## src/sv/fdrl_pkg.sv

```systemverilog
// Package with the types, codes and constants of the recent-ID list.
package fdrl_pkg;

    // Field widths fixed by the request and response formats.
    localparam int ID_W    = 32;
    localparam int CNT_W   = 7;
    localparam int CFG_W   = 7;
    localparam int CNT_MAX = (1 << CNT_W) - 1;

    // Default number of entry slots and the capacity after reset.
    localparam int                DEPTH_DEF = 64;
    localparam logic [CFG_W-1:0]  CAP_RESET = CFG_W'(64);

    // Request queue between the front and the back.
    localparam int                  QUEUE_DEPTH = 2;
    localparam int                  QPTR_W      = $clog2(QUEUE_DEPTH);
    localparam logic [QPTR_W:0]     QFILL_FULL  = (QPTR_W + 1)'(QUEUE_DEPTH);

    // Request type codes on the input channel.
    localparam logic REQ_INSERT  = 1'b0;
    localparam logic REQ_READOUT = 1'b1;

    // Result kind codes on the output channel.
    localparam logic KIND_INSERT  = 1'b0;
    localparam logic KIND_READOUT = 1'b1;

    // Operation after classification by the front.
    typedef enum logic {
        OP_INSERT,
        OP_READOUT
    } t_op;

    // Classified request held in the queue.
    typedef struct packed {
        t_op             op;
        logic [ID_W-1:0] id;
    } t_cmd;

    // One response item.
    typedef struct packed {
        logic             result_kind;
        logic             hit;
        logic             evicted;
        logic [ID_W-1:0]  item_id;
        logic [CNT_W-1:0] occupancy;
        logic             is_last;
    } t_result;

    // States of the executing back end.
    typedef enum logic [2:0] {
        ST_IDLE,
        ST_INSERT,
        ST_RD_ADDR,
        ST_RD_EMIT,
        ST_RD_EMPTY
    } t_state;

endpackage

```

## src/sv/fdrl_if.sv

```systemverilog
// Valid/ready channel interfaces for requests and responses of the recent-ID list.
interface fdrl_req_if;
    logic        valid;
    logic        ready;
    logic        req_type;
    logic [31:0] id_in;

    modport source (output valid, output req_type, output id_in, input ready);
    modport sink   (input valid, input req_type, input id_in, output ready);
endinterface

interface fdrl_rsp_if;
    logic        valid;
    logic        ready;
    logic        result_kind;
    logic        hit;
    logic        evicted;
    logic [31:0] item_id;
    logic [6:0]  occupancy;
    logic        is_last;

    modport source (output valid, output result_kind, output hit, output evicted,
                    output item_id, output occupancy, output is_last, input ready);
    modport sink   (input valid, input result_kind, input hit, input evicted,
                    input item_id, input occupancy, input is_last, output ready);
endinterface

```

## src/sv/fdrl_front.sv

```systemverilog
// Front end: takes requests, classifies them and queues them for the back end.
module fdrl_front (
    input  logic          i_clk,
    input  logic          i_rst_n,
    fdrl_req_if.sink      i_req,
    output logic          o_cmd_valid,
    output fdrl_pkg::t_cmd o_cmd,
    input  logic          i_cmd_pop
);
    import fdrl_pkg::*;

    t_cmd              r_q [QUEUE_DEPTH];
    logic [QPTR_W-1:0] r_wr_ptr;
    logic [QPTR_W-1:0] r_rd_ptr;
    logic [QPTR_W:0]   r_fill;
    logic              push;
    logic              pop;
    t_cmd              cmd_in;

    // Decode the request type into an operation.
    always_comb begin
        cmd_in.id = i_req.id_in;
        unique case (i_req.req_type)
            REQ_INSERT:  cmd_in.op = OP_INSERT;
            REQ_READOUT: cmd_in.op = OP_READOUT;
            default:     cmd_in.op = OP_INSERT;
        endcase
    end

    // A request is taken whenever the queue has a free slot.
    assign i_req.ready = (r_fill != QFILL_FULL);
    assign push        = i_req.valid && i_req.ready;
    assign pop         = i_cmd_pop && (r_fill != '0);

    assign o_cmd_valid = (r_fill != '0);
    assign o_cmd       = r_q[r_rd_ptr];

    // Queue storage.
    always_ff @(posedge i_clk) begin
        if (push) begin
            r_q[r_wr_ptr] <= cmd_in;
        end
    end

    // Queue pointers and fill level.
    always_ff @(posedge i_clk) begin
        if (!i_rst_n) begin
            r_wr_ptr <= '0;
            r_rd_ptr <= '0;
            r_fill   <= '0;
        end else begin
            if (push) begin
                r_wr_ptr <= r_wr_ptr + 1'b1;
            end
            if (pop) begin
                r_rd_ptr <= r_rd_ptr + 1'b1;
            end
            if (push && !pop) begin
                r_fill <= r_fill + 1'b1;
            end else if (pop && !push) begin
                r_fill <= r_fill - 1'b1;
            end
        end
    end

endmodule

```

## src/sv/fdrl_back.sv

```systemverilog
// Back end: match cells, ordered entry memory and the state machine that executes requests.
module fdrl_back #(
    parameter int DEPTH = fdrl_pkg::DEPTH_DEF
) (
    input  logic                      i_clk,
    input  logic                      i_rst_n,
    input  logic                      i_cmd_valid,
    input  fdrl_pkg::t_cmd            i_cmd,
    output logic                      o_cmd_pop,
    input  logic                      i_cfg_wr_en,
    input  logic [fdrl_pkg::CFG_W-1:0] i_cfg_wr_data,
    fdrl_rsp_if.source                o_rsp
);
    import fdrl_pkg::*;

    localparam int                PTR_W     = (DEPTH > 1) ? $clog2(DEPTH) : 1;
    localparam logic [PTR_W-1:0]  LastSlot  = PTR_W'(DEPTH - 1);
    localparam int                CapMaxInt = (DEPTH < CNT_MAX) ? DEPTH : CNT_MAX;
    localparam logic [CNT_W-1:0]  CapMax    = CNT_W'(CapMaxInt);

    // Match cells, their valid bits, and a copy of the entries for ordered reads.
    logic [ID_W-1:0]  r_cell [DEPTH];
    logic [DEPTH-1:0] r_valid;
    logic [ID_W-1:0]  r_mem  [DEPTH];
    logic [ID_W-1:0]  r_rd_data;

    t_state           r_state;
    t_state           n_state;
    t_cmd             r_cmd;
    logic [PTR_W-1:0] r_head;
    logic [PTR_W-1:0] r_tail;
    logic [CNT_W-1:0] r_count;
    logic [PTR_W-1:0] r_rd_ptr;
    logic [CNT_W-1:0] r_left;
    logic [CFG_W-1:0] r_capacity;
    logic             r_out_valid;
    t_result          r_out;

    logic [DEPTH-1:0] hit_vec;
    logic             any_hit;
    logic [CNT_W-1:0] eff_cap;
    logic             full;
    logic             out_free;
    logic [PTR_W-1:0] rd_addr;
    logic             emit;
    t_result          res;
    logic             do_write;
    logic             do_evict;
    logic             do_clear;
    logic             load_rd;
    logic             step_rd;

    function automatic logic [PTR_W-1:0] slot_inc(input logic [PTR_W-1:0] p);
        return (p == LastSlot) ? '0 : p + 1'b1;
    endfunction

    function automatic logic [PTR_W-1:0] slot_dec(input logic [PTR_W-1:0] p);
        return (p == '0) ? LastSlot : p - 1'b1;
    endfunction

    // Compare the pending ID against every held cell at once.
    always_comb begin
        for (int i = 0; i < DEPTH; i++) begin
            hit_vec[i] = r_valid[i] && (r_cell[i] == r_cmd.id);
        end
    end
    assign any_hit = |hit_vec;

    // Capacity in use: zero acts as one, and it saturates at the smaller of the slot count and the largest count.
    always_comb begin
        if (r_capacity == '0) begin
            eff_cap = CNT_W'(1);
        end else if (r_capacity > CapMax) begin
            eff_cap = CapMax;
        end else begin
            eff_cap = r_capacity;
        end
    end
    assign full = (r_count >= eff_cap);

    // The output register can take a new response when it is empty or being drained.
    assign out_free = !r_out_valid || o_rsp.ready;

    // The oldest slot is read while an insert is pending, otherwise the readout slot.
    assign rd_addr = ((r_state == ST_IDLE) || (r_state == ST_INSERT)) ? r_head : r_rd_ptr;

    // Next state.
    always_comb begin
        n_state = r_state;
        unique case (r_state)
            ST_IDLE: begin
                if (i_cmd_valid) begin
                    unique case (i_cmd.op)
                        OP_INSERT:  n_state = ST_INSERT;
                        OP_READOUT: n_state = (r_count == '0) ? ST_RD_EMPTY : ST_RD_ADDR;
                        default:    n_state = ST_IDLE;
                    endcase
                end
            end
            ST_INSERT: begin
                if (out_free) begin
                    n_state = ST_IDLE;
                end
            end
            ST_RD_ADDR: begin
                n_state = ST_RD_EMIT;
            end
            ST_RD_EMIT: begin
                if (out_free) begin
                    n_state = (r_left == CNT_W'(1)) ? ST_IDLE : ST_RD_ADDR;
                end
            end
            ST_RD_EMPTY: begin
                if (out_free) begin
                    n_state = ST_IDLE;
                end
            end
            default: begin
                n_state = ST_IDLE;
            end
        endcase
    end

    // State outputs: queue pop, store updates and the response built this cycle.
    always_comb begin
        o_cmd_pop = 1'b0;
        load_rd   = 1'b0;
        step_rd   = 1'b0;
        emit      = 1'b0;
        do_write  = 1'b0;
        do_evict  = 1'b0;
        do_clear  = 1'b0;
        res       = '0;
        unique case (r_state)
            ST_IDLE: begin
                o_cmd_pop = i_cmd_valid;
                load_rd   = i_cmd_valid;
            end
            ST_INSERT: begin
                if (out_free) begin
                    emit            = 1'b1;
                    res.result_kind = KIND_INSERT;
                    res.is_last     = 1'b1;
                    if (any_hit) begin
                        res.hit       = 1'b1;
                        res.occupancy = r_count;
                    end else begin
                        do_write      = 1'b1;
                        do_evict      = full;
                        res.evicted   = full;
                        res.item_id   = full ? r_rd_data : '0;
                        res.occupancy = full ? r_count : r_count + 1'b1;
                    end
                end
            end
            ST_RD_ADDR: begin
            end
            ST_RD_EMIT: begin
                if (out_free) begin
                    emit            = 1'b1;
                    res.result_kind = KIND_READOUT;
                    res.item_id     = r_rd_data;
                    res.occupancy   = r_count;
                    res.is_last     = (r_left == CNT_W'(1));
                    do_clear        = (r_left == CNT_W'(1));
                    step_rd         = (r_left != CNT_W'(1));
                end
            end
            ST_RD_EMPTY: begin
                if (out_free) begin
                    emit            = 1'b1;
                    res.result_kind = KIND_READOUT;
                    res.is_last     = 1'b1;
                end
            end
            default: begin
            end
        endcase
    end

    // Match cells and the ordered entry memory are written at the newest slot.
    always_ff @(posedge i_clk) begin
        if (do_write) begin
            r_cell[r_tail] <= r_cmd.id;
        end
    end

    always_ff @(posedge i_clk) begin
        if (do_write) begin
            r_mem[r_tail] <= r_cmd.id;
        end
        r_rd_data <= r_mem[rd_addr];
    end

    // Valid bits: eviction frees the oldest slot, an insert claims the newest, the end of a readout clears all.
    always_ff @(posedge i_clk) begin
        if (!i_rst_n) begin
            r_valid <= '0;
        end else if (do_clear) begin
            r_valid <= '0;
        end else if (do_evict || do_write) begin
            r_valid <= (r_valid & ~(DEPTH'(do_evict) << r_head)) | (DEPTH'(do_write) << r_tail);
        end
    end

    // Request and readout walk registers.
    always_ff @(posedge i_clk) begin
        if (load_rd) begin
            r_cmd    <= i_cmd;
            r_rd_ptr <= slot_dec(r_tail);
            r_left   <= r_count;
        end else if (step_rd) begin
            r_rd_ptr <= slot_dec(r_rd_ptr);
            r_left   <= r_left - 1'b1;
        end
    end

    // List control state and the state register.
    always_ff @(posedge i_clk) begin
        if (!i_rst_n) begin
            r_state <= ST_IDLE;
            r_head  <= '0;
            r_tail  <= '0;
            r_count <= '0;
        end else begin
            r_state <= n_state;
            if (do_clear) begin
                r_count <= '0;
                r_head  <= r_tail;
            end else begin
                if (do_evict) begin
                    r_head <= slot_inc(r_head);
                end
                if (do_write) begin
                    r_tail <= slot_inc(r_tail);
                    if (!do_evict) begin
                        r_count <= r_count + 1'b1;
                    end
                end
            end
        end
    end

    // Capacity register.
    always_ff @(posedge i_clk) begin
        if (!i_rst_n) begin
            r_capacity <= CAP_RESET;
        end else if (i_cfg_wr_en) begin
            r_capacity <= i_cfg_wr_data;
        end
    end

    // Output register.
    always_ff @(posedge i_clk) begin
        if (!i_rst_n) begin
            r_out_valid <= 1'b0;
        end else if (emit) begin
            r_out_valid <= 1'b1;
        end else if (o_rsp.ready) begin
            r_out_valid <= 1'b0;
        end
    end

    always_ff @(posedge i_clk) begin
        if (emit) begin
            r_out <= res;
        end
    end

    assign o_rsp.valid       = r_out_valid;
    assign o_rsp.result_kind = r_out.result_kind;
    assign o_rsp.hit         = r_out.hit;
    assign o_rsp.evicted     = r_out.evicted;
    assign o_rsp.item_id     = r_out.item_id;
    assign o_rsp.occupancy   = r_out.occupancy;
    assign o_rsp.is_last     = r_out.is_last;

endmodule

```

## src/sv/fifo_dedup_recent_list_core.sv

```systemverilog
// Insert: the request enters a two-entry queue; the back end pops it while reading the oldest
// slot, then matches and commits, and the response is registered; the back end takes the next
// request only after committing the current one. Readout: a start step, then an address step
// and an emit step per held entry, newest first; an empty list answers with one bare response.
// Synchronous active-low reset empties the list and queue and sets the capacity to 64 at once.
module fifo_dedup_recent_list_core #(
    parameter int DEPTH = fdrl_pkg::DEPTH_DEF
) (
    input  logic                       i_clk,
    input  logic                       i_rst_n,
    fdrl_req_if.sink                   i_req,
    fdrl_rsp_if.source                 o_rsp,
    input  logic                       i_cfg_wr_en,
    input  logic [fdrl_pkg::CFG_W-1:0] i_cfg_wr_data
);
    import fdrl_pkg::*;

    logic cmd_valid;
    t_cmd cmd;
    logic cmd_pop;

    // Request intake and classification.
    fdrl_front u_front (
        .i_clk       (i_clk),
        .i_rst_n     (i_rst_n),
        .i_req       (i_req),
        .o_cmd_valid (cmd_valid),
        .o_cmd       (cmd),
        .i_cmd_pop   (cmd_pop)
    );

    // Request execution against the held list.
    fdrl_back #(
        .DEPTH (DEPTH)
    ) u_back (
        .i_clk         (i_clk),
        .i_rst_n       (i_rst_n),
        .i_cmd_valid   (cmd_valid),
        .i_cmd         (cmd),
        .o_cmd_pop     (cmd_pop),
        .i_cfg_wr_en   (i_cfg_wr_en),
        .i_cfg_wr_data (i_cfg_wr_data),
        .o_rsp         (o_rsp)
    );

endmodule

```

## src/flat_wrapper.sv

```systemverilog
// flat-port wrapper written by rule: the top's interface ports become plain ports
module fifo_dedup_recent_list_core_flat import fdrl_pkg::*;
#(
    parameter int DEPTH = fdrl_pkg::DEPTH_DEF
)
  (i_clk, i_rst_n, i_cfg_wr_en, i_cfg_wr_data, i_req_valid, i_req_req_type, i_req_id_in, i_req_ready, o_rsp_valid, o_rsp_result_kind, o_rsp_hit, o_rsp_evicted, o_rsp_item_id, o_rsp_occupancy, o_rsp_is_last, o_rsp_ready);
  fdrl_req_if i_req_i ();
  fdrl_rsp_if o_rsp_i ();
  input  logic i_clk;
  input  logic i_rst_n;
  input  logic i_cfg_wr_en;
  input  logic [fdrl_pkg::CFG_W-1:0] i_cfg_wr_data;
  input wire logic [$bits(i_req_i.valid)-1:0] i_req_valid;
  input wire logic [$bits(i_req_i.req_type)-1:0] i_req_req_type;
  input wire logic [$bits(i_req_i.id_in)-1:0] i_req_id_in;
  output wire logic [$bits(i_req_i.ready)-1:0] i_req_ready;
  output wire logic [$bits(o_rsp_i.valid)-1:0] o_rsp_valid;
  output wire logic [$bits(o_rsp_i.result_kind)-1:0] o_rsp_result_kind;
  output wire logic [$bits(o_rsp_i.hit)-1:0] o_rsp_hit;
  output wire logic [$bits(o_rsp_i.evicted)-1:0] o_rsp_evicted;
  output wire logic [$bits(o_rsp_i.item_id)-1:0] o_rsp_item_id;
  output wire logic [$bits(o_rsp_i.occupancy)-1:0] o_rsp_occupancy;
  output wire logic [$bits(o_rsp_i.is_last)-1:0] o_rsp_is_last;
  input wire logic [$bits(o_rsp_i.ready)-1:0] o_rsp_ready;
  assign i_req_i.valid = i_req_valid;
  assign i_req_i.req_type = i_req_req_type;
  assign i_req_i.id_in = i_req_id_in;
  assign i_req_ready = i_req_i.ready;
  assign o_rsp_valid = o_rsp_i.valid;
  assign o_rsp_result_kind = o_rsp_i.result_kind;
  assign o_rsp_hit = o_rsp_i.hit;
  assign o_rsp_evicted = o_rsp_i.evicted;
  assign o_rsp_item_id = o_rsp_i.item_id;
  assign o_rsp_occupancy = o_rsp_i.occupancy;
  assign o_rsp_is_last = o_rsp_i.is_last;
  assign o_rsp_i.ready = o_rsp_ready;
  fifo_dedup_recent_list_core #(.DEPTH(DEPTH)) u_core (.i_clk(i_clk), .i_rst_n(i_rst_n), .i_req(i_req_i), .o_rsp(o_rsp_i), .i_cfg_wr_en(i_cfg_wr_en), .i_cfg_wr_data(i_cfg_wr_data));
endmodule
```

## config.mk

```make
export PLATFORM = sky130hd
export DESIGN_NAME = fifo_dedup_recent_list_core_flat
export DESIGN_NICKNAME = d
export VERILOG_FILES = /design/src/sv/fdrl_pkg.sv /design/src/sv/fdrl_if.sv /design/src/sv/fdrl_front.sv /design/src/sv/fdrl_back.sv /design/src/sv/fifo_dedup_recent_list_core.sv /design/src/flat_wrapper.sv
export SDC_FILE = /design/constraint.sdc
export NUM_CORES = 2
export LEC_CHECK = 0
export BUFFER_PORTS_ARGS = -buffer_cell sky130_fd_sc_hd__buf_2
export CORE_UTILIZATION = 45
export CTS_BUF_LIST = sky130_fd_sc_hd__clkbuf_2 sky130_fd_sc_hd__clkbuf_4 sky130_fd_sc_hd__clkbuf_8
export DETAILED_ROUTE_END_ITERATION = 7
export SETUP_SLACK_MARGIN = 0.5
export SYNTH_ARGS = -nofsm -noshare
export SYNTH_HDL_FRONTEND = slang
export SYNTH_MEMORY_MAX_BITS = 65536
export SYNTH_SLANG_ARGS = --single-unit
```

## constraint.sdc

```tcl
create_clock -name i_clk -period 19.05 [get_ports i_clk]
set_input_delay 3.81 -clock i_clk [delete_from_list [all_inputs] [get_ports i_clk]]
set_output_delay 3.81 -clock i_clk [all_outputs]
set_load 0.02 [all_outputs]
```

==> metrics.md <==
| Metric | Value |
|---|---|
| Tot GR Track Use | `31.13%` |
| Antenna viol nets, final | `0` |
| FMAX | `132.8 MHz` |
| Largest net degree at the start of global routing | `129` |
| Vias per cell | `6.322` |
| CP Cell Sequence | `buf_4, buf_4, buf_4, buf_4, xnor2_1, nand4_1, nor4_1, nand3_1, nand4_1, nor4_4, and4_1, nand3_2, inv_2, nand4_1, a32o_1` |
| Post-CTS sizing | `0` |
| Max_slew headroom | `-4.398%` |
| CTS buffer count | `407` |
| LEAKAGE | `41.28 nW` |
| CTS Hold Bufs | `0` |
| Max Cap Violations | `3` |
| Ys flop type | `edfxtp_1` |
| Synth Cell Area | `0.1149 sq mm` |
| Most frequent CP cell | `buf_4` |
| Nets | `7855` |
| Layout cells sized above 1 | `19.15%` |
| Slew Limit Fails | `2` |
| Post-DP HPWL | `272800 microns` |
| Initial antenna violation count | `21` |
| CP delay by family, top | `buffers and inverters` |
| Num ports | `90` |
| Clock latency at the later pin of the worst-skew pair | `1.14 ns` |
| Setup TNS | `0 ns` |
| Post-CTS Repair Setup Buffers | `0` |
| Total power | `19.27 mW` |
| Post-synthesis async set-or-reset flop share | `0%` |
| Crit Path Max Fanout | `39` |
| Pwr Density | `152.7 mW/mm^2` |
| WP data required | `20.05 ns` |
| Synth cell types | `70` |
| Placer Congestion | `0.9736` |
| CTS clk-pin slew, worst paths | `0.06 ns` |
| Max incr delay on CP | `0.98 ns` |
| Cells after synthesis | `7596` |
| Commonest non-fill, non-tap cell in the layout | `edfxtp_1` |
| H-Tree Depth | `5` |
| # rows | `185` |
| Most frequent cells in the layout | `edfxtp_1, xor2_1, xnor2_1` |
| Clk root buf | `clkbuf_8` |
| Effective utilization at floorplan | `45.26%` |
| IO buf count | `89` |
| Remaining DRCs | `0` |
| Seq cells post-synth | `2333` |
| Synthesis warning total | `0` |
| Final WL | `407000 microns` |
| Die Area | `0.2574 sq mm` |
| CTS tree | `done` |
| Worst Setup Start Kind | `flop` |
| RSZ-0062 raised after global routing | `no` |
| Routed len/inst | `35.46 microns` |
| Worst-Margin Slew | `1.557 ns` |
| Post-placement cell area | `0.1183 sq mm` |
| FILL cells | `21451` |
| WP buf/inv | `5` |
| Syn Nets | `7659` |
| CP max stage cell | `inv_2` |
| Status | `complete, but fails checks` |
| Longest Clk Path Bufs | `4` |
| Final instance area | `0.1262 sq mm` |
| Min-delay worst type | `reg -> reg` |
| Global-route wire length before repair | `562100 microns` |
| Reg2reg setup slack | `11.52 ns` |
| Failing checks | `max-capacitance violations, max-slew violations` |
| DIE HEIGHT | `507.4 microns` |
| Post-synth EDFFs | `2202` |
| Final worst-path cycle share | `39.53%` |
| DR iter-0 viols | `10805` |
| Clock sink count | `2333` |
| WP data arrival | `8.53 ns` |
| Vias in the first global route | `70552` |
| Via count | `72575` |
| Avg Cell Area, Syn | `15.13 sq um` |
| Crit path kind | `reg -> reg` |
| VDD IR max | `0.1314 mV` |
| Sequential-to-total area share from yosys stat | `59.81%` |
| TritonRoute pass-1 iters | `7` |
| Die Wd | `507.4 microns` |
| Post-layout min period | `7.531 ns` |
| Layout area overhead | `9.835%` |
| Final hold vios | `0` |
| CP Capture Type | `flop` |
| Layout Skew | `0.1041 ns` |
| Setup-failing EPs final | `0` |
| Grt ovf | `0` |
| CORE AREA | `0.2539 sq mm` |
metrics by stage:
step	hold slack, ns	instances	util, %	worst slack, ns
2_1_floorplan	0.4360	7596	-	11.32
3_3_place_gp	0.4324	10748	46.58	11.86
3_5_place_dp	0.4399	10748	46.58	11.77
4_1_cts	0.4587	11466	49.70	11.71
5_1_grt	0.4751	11475	49.71	11.51
6_report	0.4572	11480	49.72	11.52
cell type report:
cell class	count	area (sq um)	area share, %
clock inverters	139	809.5	0.6413
well taps	3366	4212	3.336
multi-input cells	4682	42720	33.84
repair buffers	301	2362	1.871
clock buffers	579	7106	5.629
diodes	13	32.53	0.02577
inverters	67	251.5	0.1992
flip-flops and latches	2333	68750	54.46
where the power goes:
group	switching [mW]	internal, mW
clock	2.13	2.49
combinational	5.50	2.45
sequential	0.144	6.56
flip-flops by register name, summed over array words and instances (netlist names), 2 cells and up, named ones only:
signal                         cells
u_core.u_back.r_state              3
u_core.u_back.r_capacity           7
u_core.u_front.r_fill              2
u_core.u_back.r_mem             2048
u_core.u_back.r_rd_ptr             6
u_core.u_back.r_tail               6
u_core.u_back.r_head               6
u_core.u_back.r_valid             64
u_core.u_back.r_count              7
u_core.u_back.r_left               7
u_core.u_back.o_rsp.item_id       32
u_core.u_front.r_q                66
u_core.u_back.o_rsp.occupancy      7
u_core.u_back.r_cmd               32
u_core.u_back.r_rd_data           32
per-layer routing:
layer | track usage (%) | up-vias | wire, microns
met1 | 42.52 | 37582 | 157900
li1 | - | 29402 | -
met2 | 46.95 | 4750 | 182700
met3 | 7.924 | 819 | 46290
met5 | 0.03704 | - | 149
met4 | 13.67 | 22 | 19940
Yosys cell counts, types with 18 or more instances:
| master | count | area, sq um |
|---|---|---|
| edfxtp_1 | 2202 | 66120 |
| and3_1 | 28 | 175.2 |
| xnor2_1 | 823 | 7208 |
| mux2_2 | 33 | 371.6 |
| a31oi_1 | 75 | 469.2 |
| dfxtp_1 | 131 | 2623 |
| nor4_1 | 321 | 2008 |
| a311oi_1 | 65 | 569.3 |
| mux2i_1 | 20 | 200.2 |
| a32o_1 | 23 | 230.2 |
| and2_1 | 163 | 1020 |
| xor2_1 | 1241 | 10870 |
| buf_6 | 138 | 1554 |
| nor2_1 | 57 | 214.0 |
| o21ai_0 | 37 | 185.2 |
| buf_2 | 73 | 365.4 |
| ha_1 | 18 | 225.2 |
| nor3_1 | 115 | 575.6 |
| clkbuf_1 | 186 | 698.2 |
| nand4_1 | 256 | 1602 |
| buf_1 | 25 | 93.84 |
| buf_4 | 73 | 548.0 |
| mux4_2 | 512 | 11530 |
| a21oi_1 | 120 | 600.6 |
| a211oi_1 | 160 | 1201 |
| or3_1 | 22 | 137.6 |
| nand2_1 | 321 | 1205 |
| nand3_1 | 153 | 765.7 |
| inv_1 | 66 | 247.7 |
final timing paths:
path | start | to | depth (start not counted)
hold / removal | u_core.u_back.r_cmd[9]$_DFFE_PP_ | u_core.u_back.r_mem[21][9]$_DFFE_PP_ | 0
hold reg to reg | u_core.u_back.r_cmd[9]$_DFFE_PP_ | u_core.u_back.r_mem[21][9]$_DFFE_PP_ | 0
setup reg to reg | u_core.u_back.r_cmd[17]$_DFFE_PP_ | u_core.u_back.r_valid[10]$_SDFFE_PP0P_ | 15
setup / recovery | u_core.u_back.r_cmd[17]$_DFFE_PP_ | u_core.u_back.r_valid[10]$_SDFFE_PP0P_ | 15
kinds of logic (layout without fill, tap and decap cells):
| family | after synthesis | in the layout | synth area share [%] |
|---|---|---|---|
| flip-flops | 2333 | 2333 | 59.81 |
| XOR/XNOR | 2064 | 2064 | 15.73 |
| AND/OR/NAND/NOR | 1494 | 1494 | 7.158 |
| buffers and inverters | 581 | 1086 | 3.316 |
| multiplexers | 565 | 565 | 10.53 |
| AO/OA/AOI/OAI | 541 | 541 | 3.260 |
| adder cells (fa/ha/maj) | 18 | 18 | 0.1960 |
| other | 0 | 13 | 0 |
Note: power is estimated with default switching activity, not from simulation.
